[src/rtl/core/psrc_pkg.sv]
package psrc_pkg;

    // Phase fraction bits and derived frame length
    localparam int FRAC_BITS  = 13;
    localparam int PHASE_W    = 19;
    localparam int MAX_REPEAT = 64;
    localparam int CNT_W      = (MAX_REPEAT > 1) ? $clog2(MAX_REPEAT) : 1;
    localparam int LANES      = 2;

    // Field and register widths
    localparam int SAMPLE_W   = 16;
    localparam int STEP_W     = 18;
    localparam int REM_W      = 16;
    localparam int GAIN_W     = 16;
    localparam int START_W    = 13;
    localparam int MODE_W     = 2;
    localparam int CFG_IDX_W  = 3;
    localparam int CFG_DATA_W = 18;

    localparam logic [PHASE_W-1:0] FRAME_LEN = PHASE_W'(1) << FRAC_BITS;

    // Register indexes
    localparam logic [CFG_IDX_W-1:0] REG_STEP_SIZE   = 3'd0;
    localparam logic [CFG_IDX_W-1:0] REG_RATE_REM    = 3'd1;
    localparam logic [CFG_IDX_W-1:0] REG_RATE_DEN    = 3'd2;
    localparam logic [CFG_IDX_W-1:0] REG_GAIN        = 3'd3;
    localparam logic [CFG_IDX_W-1:0] REG_START_PHASE = 3'd4;
    localparam logic [CFG_IDX_W-1:0] REG_CHANNEL_MODE = 3'd5;

    // Channel modes
    localparam logic [MODE_W-1:0] MODE_MONO   = 2'd0;
    localparam logic [MODE_W-1:0] MODE_STEREO = 2'd1;
    localparam logic [MODE_W-1:0] MODE_COPY   = 2'd2;

    typedef enum logic [0:0] {
        ST_IDLE,
        ST_EMIT
    } t_state;

    // Rate settings used by the phase sequencer
    typedef struct packed {
        logic [STEP_W-1:0]  step_size;
        logic [REM_W-1:0]   rate_remainder;
        logic [REM_W-1:0]   rate_denominator;
        logic [START_W-1:0] start_phase;
    } t_rate_cfg;

    // Sequencer status toward the top level
    typedef struct packed {
        logic busy;
        logic emit;
        logic last;
    } t_emit_ctl;

endpackage

[src/rtl/core/psrc_scale_lane.sv]
module psrc_scale_lane (
    input  logic                                  i_clk,
    input  logic                                  i_load,
    input  logic signed [psrc_pkg::SAMPLE_W-1:0]  i_sample,
    input  logic        [psrc_pkg::GAIN_W-1:0]    i_gain,
    output logic signed [psrc_pkg::SAMPLE_W-1:0]  o_scaled
);

    localparam int PROD_W = psrc_pkg::SAMPLE_W + psrc_pkg::GAIN_W + 1;
    localparam int Q_W    = PROD_W + 1 - 12;

    logic signed [PROD_W-1:0] r_prod;
    logic signed [PROD_W:0]   w_rounded;
    logic signed [Q_W-1:0]    w_quot;

    // Capture the product when a frame is transferred in
    always_ff @(posedge i_clk) begin
        if (i_load) begin
            r_prod <= i_sample * $signed({1'b0, i_gain});
        end
    end

    // Round half up, floor by 4096, then saturate to 16 bits
    always_comb begin
        w_rounded = $signed({r_prod[PROD_W-1], r_prod}) + (PROD_W+1)'(2048);
        w_quot    = Q_W'(w_rounded >>> 12);
        if (w_quot > $signed(Q_W'(32767))) begin
            o_scaled = 16'sh7fff;
        end else if (w_quot < -$signed(Q_W'(32768))) begin
            o_scaled = -16'sh8000;
        end else begin
            o_scaled = w_quot[psrc_pkg::SAMPLE_W-1:0];
        end
    end

endmodule

[config.mk]
export PLATFORM = sky130hd
export DESIGN_NAME = psrc_scale_lane
export DESIGN_NICKNAME = d
export VERILOG_FILES = /design/src/rtl/core/psrc_pkg.sv /design/src/rtl/core/psrc_scale_lane.sv
export SDC_FILE = /design/constraint.sdc
export NUM_CORES = 1
export LEC_CHECK = 0
export BUFFER_PORTS_ARGS = -buffer_cell sky130_fd_sc_hd__buf_2
export CAP_MARGIN = 15
export CORE_AREA = 2 2 161 163
export CTS_BUF_LIST = sky130_fd_sc_hd__clkbuf_16
export DETAILED_ROUTE_END_ITERATION = 16
export DIE_AREA = 0 0 163 165
export PLACE_DENSITY = 0.55
export SYNTH_ARGS = -nofsm -noshare
export SYNTH_HDL_FRONTEND = slang
export SYNTH_SLANG_ARGS = --single-unit
[constraint.sdc]
create_clock -name i_clk -period 6.52 [get_ports i_clk]
set_input_delay 0.978 -clock i_clk [delete_from_list [all_inputs] [get_ports i_clk]]
set_output_delay 0.978 -clock i_clk [all_outputs]
set_load 0.01 [all_outputs]
==> run summary <==
row count: 58
Seq/Total Area, Yosys: 6.652%
RSZ-0062 raised after global routing: true
Worst Hold Class: input pin to flop
Rel. slew slack: 48.97%
root buf cell: clkbuf_16
min cycle time layout: 6370 ps
final setup TNS: 0 ps
starting density of the core: 39.67%
# DRC: 0
Most flops, register: r_prod
height of the die: 165 um
GR Util met3: 1.055%
Period Utilization, post-route: 97.70%
Setup violations, final: 0
Max-cap violations: 0
DP HPWL: 21.34 mm
gpl congestion: 0.8594
DR iter-0 viols: 326
clock tree buffer depth: 2
cell mode on critical path: fa_1
largest registers: r_prod x22
ys async rst share: 0%
WL/cell: 15.38 um
Crit Path Class: input pin to flop
first-pass GRT wire length: 39.90 mm
share of cells above drive strength 1: 13.33%
CP endpoint kind: flop
startpoint types: input pin
Clock Sinks: 22
worst path arrival time: 6450 ps
max incr delay on CP: 560 ps
worst slew pin tran: 762.9 ps
total track usage: 18.82%
syn_area_per_cell: 8.900 sq um
grt total ovfl: 0
Worst Path Required: 6600 ps
max reg flops: 22
core area: 25040 sq um
Synth Net Count: 1463
Syn-to-layout area delta: 14.37%
via count of the routed design: 7676
Final Max Slew Viols: 0
met1 Track Usage GR: 23.25%
fin nets: 1572
endpoints failing hold: 0
Hold Buf Count CTS: 0
YS warnings: 0
number of synthesized flops with an enable pin: 22
ys flop type: edfxtp_1
IO Pins: 50
Top Family by Delay on Critical Path: adder cells
slowest CP cell: fa_1
antenna violations before repair: 0
GRT busiest layer: met2
DRT antenna net count: 0
routed wire length: 23.90 mm
clock-pin slew on the worst setup and hold paths: 60 ps
fmax: 0.1570 GHz
CTS Buf Count: 3
Cell Area, Placed: 11210 sq um
final core occ: 45.37%
critical path buffer and inverter count: 5
#FFs+latches synth: 22
CTS HTree Levels: 1
PortBufs: 49
1st-pass router iterations: 4
vias in the first global route: 8157
pin count of the biggest net entering global routing: 23
status: finished clean
Mapped Area: 9932 sq um
Cell variety after synth: 52
Die X: 163 um
met2 usage: 35.96%
Synth Instances: 1116
design area: 11360 sq um
vias per cell: 4.940
die area: 26900 sq um
critical path, cell by cell: clkbuf_4 -> and2_1 -> fa_1 -> inv_1 -> fa_1 -> fa_1 -> fa_1 -> inv_1 -> fa_1 -> inv_1 -> fa_1 -> inv_1 -> ha_1 -> o21a_1 -> o21a_1 -> o2111ai_2 -> a21oi_4 -> or2_4 -> a2111o_1 -> o211ai_1
CTS tree: done
crit-path max FO: 11
[cell families after synthesis]
kind of cell / count (synthesis) / share of synthesized area (%)
AOI/OAI and AO/OA: 103 / 6.929
xor gates and xnor gates: 34 / 2.998
adders and majority gates: 313 / 54.02
buffers and inverters: 274 / 10.43
DFF: 22 / 6.652
muxes: 1 / 0.1008
and+or+nand+nor: 369 / 18.87
[placed cells by master, fill, tap and decap left out, types with 8 or more instances in the layout]
| cell | count |
|---|---|
| nand4_1 | 9 |
| buf_4 | 89 |
| nor2_1 | 30 |
| nand2b_1 | 9 |
| a21o_1 | 12 |
| nand3_1 | 18 |
| or3_1 | 10 |
| and2_1 | 116 |
| o21ai_0 | 12 |
| ha_1 | 120 |
| nand2_1 | 144 |
| o211ai_1 | 11 |
| fa_1 | 193 |
| and3_1 | 8 |
| xor2_1 | 17 |
| xnor2_1 | 17 |
| edfxtp_1 | 22 |
| a21oi_1 | 30 |
| nor3_1 | 8 |
| inv_1 | 232 |
| buf_2 | 48 |
[layout make-up]
type	instances	area [sq um]
Inverter	234	878.3
Fill cell	2552	13680
Multi-Input combinational cell	820	8294
Sequential cell	22	660.6
Timing Repair Buffer	144	1036
Antenna cell	1	2.502
Tap cell	330	412.9
Clock buffer	3	75.07
[path summary, 6_finish.rpt]
check / from / end / slack [ps] / cells past startpoint
worst min-delay path: i_load / r_prod[28] / 1230 / 1
worst max-delay path: i_gain[5] / r_prod[25] / 150 / 20
[synthesized netlist by cell type (12+ instances only)]
master	n	area, sq um
ha_1	120	1501
inv_1	232	870.8
edfxtp_1	22	660.6
a21oi_1	32	160.2
and2_1	116	725.7
clkbuf_1	38	142.6
xnor2_1	17	148.9
o21ai_0	14	70.07
nand3_1	18	90.09
nor2_1	30	112.6
xor2_1	17	148.9
fa_1	193	3864
a21o_1	12	90.09
nand2_1	144	540.5
[stage by stage]
step	instances	setup WS (ps)	hold WS (ps)
final	1554	149.8	1226
after detailed placement	1549	-199.3	1502
after global routing	1553	-77.87	1253
after floorplan	1116	32.98	1091
after CTS	1552	58.02	1238
after global placement	1549	-72.04	1491
[repair_timing]
action	CTS	global route
setup endpoints to repair	0	14
setup buffers	0	1
gates resized for setup	0	15
[per-layer routing]
metal  up-vias  part of all wire [%]
met5         -                     0
met2        95                    54
li1       3677                     -
met3        29                   1.7
met1      3875                    42
met4         0                   2.4
Power is left out: the tool's default activity adds up to more than one toggle a clock period on the data nets, which glitch-free logic cannot reach.
