<file path="src/rtl/core/psrc_pkg.sv">
package psrc_pkg;

    // Phase fraction bits and derived frame length
    localparam int FRAC_BITS  = 13;
    localparam int PHASE_W    = 19;
    localparam int MAX_REPEAT = 64;
    localparam int CNT_W      = (MAX_REPEAT > 1) ? $clog2(MAX_REPEAT) : 1;
    localparam int LANES      = 2;

    // Field and register widths
    localparam int SAMPLE_W   = 16;
    localparam int STEP_W     = 18;
    localparam int REM_W      = 16;
    localparam int GAIN_W     = 16;
    localparam int START_W    = 13;
    localparam int MODE_W     = 2;
    localparam int CFG_IDX_W  = 3;
    localparam int CFG_DATA_W = 18;

    localparam logic [PHASE_W-1:0] FRAME_LEN = PHASE_W'(1) << FRAC_BITS;

    // Register indexes
    localparam logic [CFG_IDX_W-1:0] REG_STEP_SIZE   = 3'd0;
    localparam logic [CFG_IDX_W-1:0] REG_RATE_REM    = 3'd1;
    localparam logic [CFG_IDX_W-1:0] REG_RATE_DEN    = 3'd2;
    localparam logic [CFG_IDX_W-1:0] REG_GAIN        = 3'd3;
    localparam logic [CFG_IDX_W-1:0] REG_START_PHASE = 3'd4;
    localparam logic [CFG_IDX_W-1:0] REG_CHANNEL_MODE = 3'd5;

    // Channel modes
    localparam logic [MODE_W-1:0] MODE_MONO   = 2'd0;
    localparam logic [MODE_W-1:0] MODE_STEREO = 2'd1;
    localparam logic [MODE_W-1:0] MODE_COPY   = 2'd2;

    typedef enum logic [0:0] {
        ST_IDLE,
        ST_EMIT
    } t_state;

    // Rate settings used by the phase sequencer
    typedef struct packed {
        logic [STEP_W-1:0]  step_size;
        logic [REM_W-1:0]   rate_remainder;
        logic [REM_W-1:0]   rate_denominator;
        logic [START_W-1:0] start_phase;
    } t_rate_cfg;

    // Sequencer status toward the top level
    typedef struct packed {
        logic busy;
        logic emit;
        logic last;
    } t_emit_ctl;

endpackage

</file>
<file path="src/rtl/core/psrc_emit.sv">
module psrc_emit (
    input  logic                 i_clk,
    input  logic                 i_rst_n,
    input  logic                 i_start,
    input  logic                 i_restart,
    input  logic                 i_slot_free,
    input  psrc_pkg::t_rate_cfg  i_cfg,
    output psrc_pkg::t_emit_ctl  o_ctl
);

    localparam int PW = psrc_pkg::PHASE_W;
    localparam int RW = psrc_pkg::REM_W;

    psrc_pkg::t_state                r_state, n_state;
    logic [PW-1:0]                   r_phase, n_phase;
    logic [RW-1:0]                   r_mod, n_mod;
    logic [psrc_pkg::CNT_W-1:0]      r_cnt, n_cnt;

    logic                            w_in_frame;
    logic [PW-1:0]                   w_step_phase;
    logic [PW-1:0]                   w_next_phase;
    logic [RW:0]                     w_rem_sum;
    logic                            w_carry;
    logic [RW-1:0]                   w_next_mod;
    logic                            w_next_in;
    logic                            w_cnt_end;
    logic                            w_emit;
    logic                            w_last;

    // Next phase and remainder after one output
    always_comb begin
        w_in_frame   = (r_phase >> psrc_pkg::FRAC_BITS) == '0;
        w_step_phase = r_phase + PW'(i_cfg.step_size);
        w_rem_sum    = {1'b0, r_mod} + {1'b0, i_cfg.rate_remainder};
        w_carry      = (i_cfg.rate_remainder != '0) &&
                       (w_rem_sum >= {1'b0, i_cfg.rate_denominator});
        w_next_phase = w_step_phase + PW'(w_carry);
        if (i_cfg.rate_remainder == '0) begin
            w_next_mod = r_mod;
        end else if (w_carry) begin
            w_next_mod = RW'(w_rem_sum - {1'b0, i_cfg.rate_denominator});
        end else begin
            w_next_mod = w_rem_sum[RW-1:0];
        end
        w_next_in = (w_next_phase >> psrc_pkg::FRAC_BITS) == '0;
        w_cnt_end = r_cnt == psrc_pkg::CNT_W'(psrc_pkg::MAX_REPEAT - 1);
    end

    // Sequence the outputs of one frame
    always_comb begin
        n_state = r_state;
        n_phase = r_phase;
        n_mod   = r_mod;
        n_cnt   = r_cnt;
        w_emit  = 1'b0;
        w_last  = 1'b0;
        case (r_state)
            psrc_pkg::ST_IDLE: begin
                if (i_start) begin
                    n_state = psrc_pkg::ST_EMIT;
                    n_cnt   = '0;
                    if (i_restart) begin
                        n_phase = PW'(i_cfg.start_phase);
                        n_mod   = '0;
                    end
                end
            end
            psrc_pkg::ST_EMIT: begin
                if (!w_in_frame) begin
                    // Frame already passed: rebase only
                    n_phase = r_phase - psrc_pkg::FRAME_LEN;
                    n_state = psrc_pkg::ST_IDLE;
                end else if (i_slot_free) begin
                    w_emit = 1'b1;
                    w_last = !w_next_in || w_cnt_end;
                    n_mod  = w_next_mod;
                    n_cnt  = r_cnt + 1'b1;
                    if (w_last) begin
                        n_state = psrc_pkg::ST_IDLE;
                        n_phase = w_next_in ? '0 : w_next_phase - psrc_pkg::FRAME_LEN;
                    end else begin
                        n_phase = w_next_phase;
                    end
                end
            end
            default: begin
                n_state = psrc_pkg::ST_IDLE;
            end
        endcase
    end

    always_ff @(posedge i_clk) begin
        if (!i_rst_n) begin
            r_state <= psrc_pkg::ST_IDLE;
            r_phase <= '0;
            r_mod   <= '0;
            r_cnt   <= '0;
        end else begin
            r_state <= n_state;
            r_phase <= n_phase;
            r_mod   <= n_mod;
            r_cnt   <= n_cnt;
        end
    end

    assign o_ctl.busy = r_state != psrc_pkg::ST_IDLE;
    assign o_ctl.emit = w_emit;
    assign o_ctl.last = w_last;

    // Checks
    a_emit_needs_slot: assert property (@(posedge i_clk) disable iff (!i_rst_n)
        o_ctl.emit |-> i_slot_free)
        else $error("output produced without a free slot");

    a_idle_no_emit: assert property (@(posedge i_clk) disable iff (!i_rst_n)
        !o_ctl.busy |-> !o_ctl.emit)
        else $error("output produced while idle");

    a_last_ends: assert property (@(posedge i_clk) disable iff (!i_rst_n)
        o_ctl.emit && o_ctl.last |=> !o_ctl.busy)
        else $error("sequencer still busy after last output");

    a_start_busy: assert property (@(posedge i_clk) disable iff (!i_rst_n)
        i_start && !o_ctl.busy |=> o_ctl.busy)
        else $error("frame transfer did not start the sequencer");

endmodule
</file>
<file path="config.mk">
export PLATFORM = sky130hd
export DESIGN_NAME = psrc_emit
export DESIGN_NICKNAME = d
export VERILOG_FILES = /design/src/rtl/core/psrc_pkg.sv /design/src/rtl/core/psrc_emit.sv
export SDC_FILE = /design/constraint.sdc
export NUM_CORES = 1
export LEC_CHECK = 0
export BUFFER_PORTS_ARGS = -buffer_cell sky130_fd_sc_hd__buf_2
export CAP_MARGIN = 10
export CORE_AREA = 2 2 92 94
export DETAILED_ROUTE_END_ITERATION = 10
export DIE_AREA = 0 0 94 96
export GPL_TIMING_DRIVEN = 1
export PLACE_DENSITY = 0.77
export RECOVER_POWER = 25
export SLEW_MARGIN = 20
export SYNTH_ARGS = -nofsm -noshare
export SYNTH_HDL_FRONTEND = slang
export SYNTH_SLANG_ARGS = --single-unit
</file>
<file path="constraint.sdc">
create_clock -name i_clk -period 7.35 [get_ports i_clk]
set_input_delay 0 -clock i_clk [delete_from_list [all_inputs] [get_ports i_clk]]
set_output_delay 0 -clock i_clk [all_outputs]
set_load 0.05 [all_outputs]
</file>
==> flow_summary.html <==
<table>
<tr><th>Metric</th><th>Value</th></tr>
<tr><th colspan="2">Synth</th></tr>
<tr><td>Post-synthesis sequential area ratio</td><td>between 10% and 20%</td></tr>
<tr><td>Distinct cell type count of the synthesized netlist</td><td>64</td></tr>
<tr><td>Mapped cell area</td><td>between 4000 and 5000 sq um</td></tr>
<tr><td>Per-instance average area after synthesis</td><td>7.77 sq um</td></tr>
<tr><td>Warnings, synthesis</td><td>0</td></tr>
<tr><td>Prevailing post-synth register cell</td><td>sky130_fd_sc_hd__dfxtp_1</td></tr>
<tr><td>Total nets after synthesis</td><td>722</td></tr>
<tr><td>EDFF count, synth</td><td>0</td></tr>
<tr><td>Async set-or-reset flop fraction in the synthesized netlist</td><td>0%</td></tr>
<tr><td>Number of flip-flops and latches in the synthesized netlist</td><td>42</td></tr>
<tr><td>Cells after Synth</td><td>between 500 and 600</td></tr>
<tr><th colspan="2">Route</th></tr>
<tr><td>Number of nets still failing antenna checks after routing</td><td>0</td></tr>
<tr><td>TritonRoute pass-1 iters</td><td>4</td></tr>
<tr><td>Number of violations reported at the end of detailed-routing iteration 0</td><td>206</td></tr>
<tr><td>WL/cell</td><td>15.2 microns</td></tr>
<tr><td>Via density</td><td>6.03</td></tr>
<tr><td>Post-route DRC</td><td>0</td></tr>
<tr><td>Overall via count from detail_route</td><td>approximately 4600</td></tr>
<tr><td>Detailed-route wire length</td><td>11600 microns</td></tr>
<tr><th colspan="2">Placement</th></tr>
<tr><td>RePlAce Congestion</td><td>0.903</td></tr>
<tr><td>Sum of net half-perimeters after detailed placement</td><td>~9200 microns</td></tr>
<tr><td>Count of buffers from port buffering</td><td>70</td></tr>
<tr><td>Pre-CTS setup slack</td><td>between 0.04 and 0.05 ns</td></tr>
<tr><th colspan="2">GRT</th></tr>
<tr><td>Largest net degree at the start of global routing</td><td>28</td></tr>
<tr><td>Initial antenna violation count</td><td>0</td></tr>
<tr><td>Overall overflow remaining after global route</td><td>0</td></tr>
<tr><td>Via count of the first global-routing pass</td><td>4324</td></tr>
<tr><td>Global-route wire length before repair</td><td>between 15000 and 20000 microns</td></tr>
<tr><td>Tot GR Track Use</td><td>between 20% and 30%</td></tr>
<tr><th colspan="2">Setup path</th></tr>
<tr><td>Cells on worst reg2reg path</td><td>29</td></tr>
<tr><td>Setup crit start kind</td><td>register</td></tr>
<tr><td>Critical R2R Capture</td><td>r_phase[1]</td></tr>
<tr><td>Crit path max-delay cell type</td><td>sky130_fd_sc_hd__or4b_1</td></tr>
<tr><td>Worst setup EP type</td><td>primary output</td></tr>
<tr><td>Worst EP required</td><td>between 7 and 8 ns</td></tr>
<tr><td>Reg2reg setup slack</td><td>between 0.4 and 0.5 ns</td></tr>
<tr><td>Largest stage delay, worst path</td><td>0.47 ns</td></tr>
<tr><td>Category of the most critical setup path</td><td>register to primary output</td></tr>
<tr><td>Crit Path Max Fanout</td><td>5</td></tr>
<tr><td>Worst r2r src</td><td>r_mod[0]</td></tr>
<tr><td>Worst EP arrival</td><td>between 6 and 7 ns</td></tr>
<tr><th colspan="2">Clock tree</th></tr>
<tr><td>Root buffer cell</td><td>sky130_fd_sc_hd__clkbuf_8</td></tr>
<tr><td>Clock sink count</td><td>42</td></tr>
<tr><td>CTS H-tree depth</td><td>2</td></tr>
<tr><td>CTS clock-pin slew for the worst setup and hold paths</td><td>0.08 ns</td></tr>
<tr><td>Skew-Pair Late Insertion Delay</td><td>0.31 ns</td></tr>
<tr><td>Number of clock buffers inserted by TritonCTS</td><td>5</td></tr>
<tr><td>Clock tree from TritonCTS</td><td>done</td></tr>
<tr><td>Maximum buffer depth of the clock tree</td><td>2</td></tr>
<tr><th colspan="2">Timing</th></tr>
<tr><td>RSZ-0062 raised after global routing</td><td>no</td></tr>
<tr><td>Worst-case clock skew</td><td>between 0.015 and 0.02 ns</td></tr>
<tr><td>Final setup viols</td><td>0</td></tr>
<tr><td>Transition at the pin with the smallest max-transition slack</td><td>0.927 ns</td></tr>
<tr><td>Fmax</td><td>144 MHz</td></tr>
<tr><td>Least setup slack across all paths after layout</td><td>just under 0.4 ns</td></tr>
<tr><td>Max-slew headroom at the worst pin</td><td>38.1%</td></tr>
<tr><td>Post-route fraction of the period consumed by the critical path</td><td>a little over nine tenths</td></tr>
<tr><td>Clock period minus final worst setup slack</td><td>slightly below 7 ns</td></tr>
<tr><td>Setup TNS after final layout</td><td>0 ns</td></tr>
<tr><td>Final hold violations</td><td>0</td></tr>
<tr><td>Count of final max-slew check failures</td><td>0</td></tr>
<tr><th colspan="2">Die</th></tr>
<tr><td>Effective utilization at floorplan</td><td>57.5%</td></tr>
<tr><td>Die X-Extent</td><td>between 90 and 100 microns</td></tr>
<tr><td>Count of boundary I/O pins</td><td>between 70 and 80</td></tr>
<tr><td>Die outline area</td><td>approximately 9000 sq um</td></tr>
<tr><td>Core Rows</td><td>33</td></tr>
<tr><td>Core region area</td><td>between 8000 and 9000 sq um</td></tr>
<tr><td>Vertical die dimension</td><td>96 microns</td></tr>
<tr><th colspan="2">Hold path</th></tr>
<tr><td>Worst min path class</td><td>input pin to register</td></tr>
<tr><td>Min-delay src</td><td>i_start</td></tr>
<tr><td>Endpoint of the worst hold-timing path</td><td>r_cnt[1]</td></tr>
<tr><td>Number of stages on the worst hold path</td><td>4</td></tr>
<tr><th colspan="2">Power and ir drop</th></tr>
<tr><td>Total net switching power</td><td>roughly 750 uW</td></tr>
<tr><td>Portion of total power attributed to sequential cells</td><td>21.1%</td></tr>
<tr><td>Share of power burned in combinational logic</td><td>68.4%</td></tr>
<tr><td>Power per unit of standard cell area</td><td>a little under 300 nW/um^2</td></tr>
<tr><td>Leakage Power</td><td>about 2.5 nW</td></tr>
<tr><td>Internal power consumption</td><td>approximately 800 uW</td></tr>
<tr><td>Clock network power share</td><td>a little over a tenth</td></tr>
<tr><td>IR Drop Worst-Case VDD</td><td>around 130 uV</td></tr>
<tr><td>Switching Share</td><td>about half</td></tr>
<tr><th colspan="2">Finish</th></tr>
<tr><td>Filler Cell Count</td><td>719</td></tr>
<tr><td>Fraction of final layout cells with drive strength greater than 1</td><td>between 10% and 20%</td></tr>
<tr><td>Fin nets</td><td>between 700 and 800</td></tr>
<tr><td>Antenna diode instance count</td><td>0</td></tr>
<tr><td>Top library cells by usage in the layout, fill and taps aside</td><td>sky130_fd_sc_hd__buf_2, sky130_fd_sc_hd__ha_1, sky130_fd_sc_hd__inv_1</td></tr>
<tr><td>Synth-to-layout area growth</td><td>11.8%</td></tr>
<tr><td>Post-layout utilization of the core</td><td>64.3%</td></tr>
<tr><td>Most common library cell in the layout ignoring fill and taps</td><td>sky130_fd_sc_hd__buf_2</td></tr>
<tr><th colspan="2">Run status</th></tr>
<tr><td>Run status</td><td>complete, no violations</td></tr>
<tr><th colspan="2">Run</th></tr>
<tr><td>Maximum Capacitance Violations</td><td>0</td></tr>
</table>
==> area by class of cell <==
class                      instances  area, sq um  area share (%)
clock buffer                       6         82.6            1.60
inverter                          49          184            3.55
sequential                        42          841            16.2
clock inverter                     2         12.5           0.242
tap                              105          131            2.54
multi-input combinational        485         3540            68.4
timing repair buffer              74          383            7.40
==> worst max-delay path: cells and delay by family (launching register included) <==
family,cells,cell delay [ns]
AOI/OAI and AO/OA,12,2.27
xor gates and xnor gates,1,0.24
adders and majority gates,6,1.67
buffers and inverters,2,0.30
DFF,1,0.33
muxes,1,0.24
and+or+nand+nor,7,1.59
==> routing by layer <==
metal  track usage [%]  wire, microns
met1              32.9           5150
met3              3.21            559
met5                 0              0
met4              5.19             84
met2              48.0           5810
==> power groups by stage <==
stage	Clock, mW	Combinational (mW)	Sequential [mW]
final	0.162	1.05	0.325
after global routing	0.175	1.16	0.332
after CTS	0.167	1.03	0.323
after detailed placement	0	1.03	0.329
after global placement	0	1.00	0.326
after floorplan	0	0.841	0.304
==> kinds of logic after synthesis <==
| group | after synthesis | share of synthesized area [%] |
|---|---|---|
| compound gates | 191 | 28.7 |
| fa+ha+maj | 58 | 16.3 |
| mux | 21 | 4.62 |
| buf+inv | 69 | 5.97 |
| simple gates | 181 | 19.7 |
| xor+xnor | 34 | 6.43 |
| flops | 42 | 18.2 |
==> synth_stat cells, types with 6 or more instances <==
master	instances	area, sq um
sky130_fd_sc_hd__nand2b_1	18	113
sky130_fd_sc_hd__o221ai_1	11	96.3
sky130_fd_sc_hd__o21a_1	12	90.1
sky130_fd_sc_hd__inv_1	49	184
sky130_fd_sc_hd__nand4_1	6	37.5
sky130_fd_sc_hd__nor2b_1	8	50.1
sky130_fd_sc_hd__o211ai_1	8	60.1
sky130_fd_sc_hd__xor2_1	9	78.8
sky130_fd_sc_hd__clkbuf_1	14	52.6
sky130_fd_sc_hd__nor2_1	38	143
sky130_fd_sc_hd__and3_1	7	43.8
sky130_fd_sc_hd__o211a_1	13	130
sky130_fd_sc_hd__dfxtp_1	42	841
sky130_fd_sc_hd__nor3_1	16	80.1
sky130_fd_sc_hd__o21ai_0	45	225
sky130_fd_sc_hd__a31oi_1	7	43.8
sky130_fd_sc_hd__mux2i_1	18	180
sky130_fd_sc_hd__nand3_1	14	70.1
sky130_fd_sc_hd__xnor2_1	25	219
sky130_fd_sc_hd__a21o_1	11	82.6
sky130_fd_sc_hd__nor4_1	6	37.5
sky130_fd_sc_hd__nand2_1	47	176
sky130_fd_sc_hd__a21oi_1	44	220
sky130_fd_sc_hd__ha_1	54	676
==> sequential cells by signal, indices dropped and copies added (netlist names) <==
register  flops
r_phase      19
r_mod        16
r_cnt         6
r_state       1
==> through the flow <==
stage / instance area (sq um) / instances / hold slack [ns] / total power [mW]
after CTS: 5150 / 763 / 0.0218 / 1.52
final: 5170 / 763 / 0.0276 / 1.54
after detailed placement: 5030 / 753 / 0.298 / 1.35
after global placement: 5030 / 753 / 0.285 / 1.33
after global routing: 5170 / 763 / 0.0545 / 1.66
after floorplan: 4630 / 596 / 0.168 / 1.15
==> worst max-delay path by stage <==
stage	startpoint	endpoint	slack, ns
6_report	r_mod[0]	o_ctl[0]	0.39
5_1_grt	r_mod[0]	o_ctl[0]	0.01
4_1_cts	r_mod[0]	o_ctl[0]	0.06
3_5_place_dp	r_mod[0]	r_phase[11]	0.05
3_3_place_gp	r_mod[0]	r_phase[11]	0.47
2_1_floorplan	r_mod[0]	r_phase[14]	0.88
==> repair_timing <==
item	CTS	global route
gates resized for setup	1	6
buffers inserted	0	0
endpoints found under the setup margin	10	20
hold buffers	2	0
hold endpoints to repair	2	0
Power figures use the tool's default switching activity.
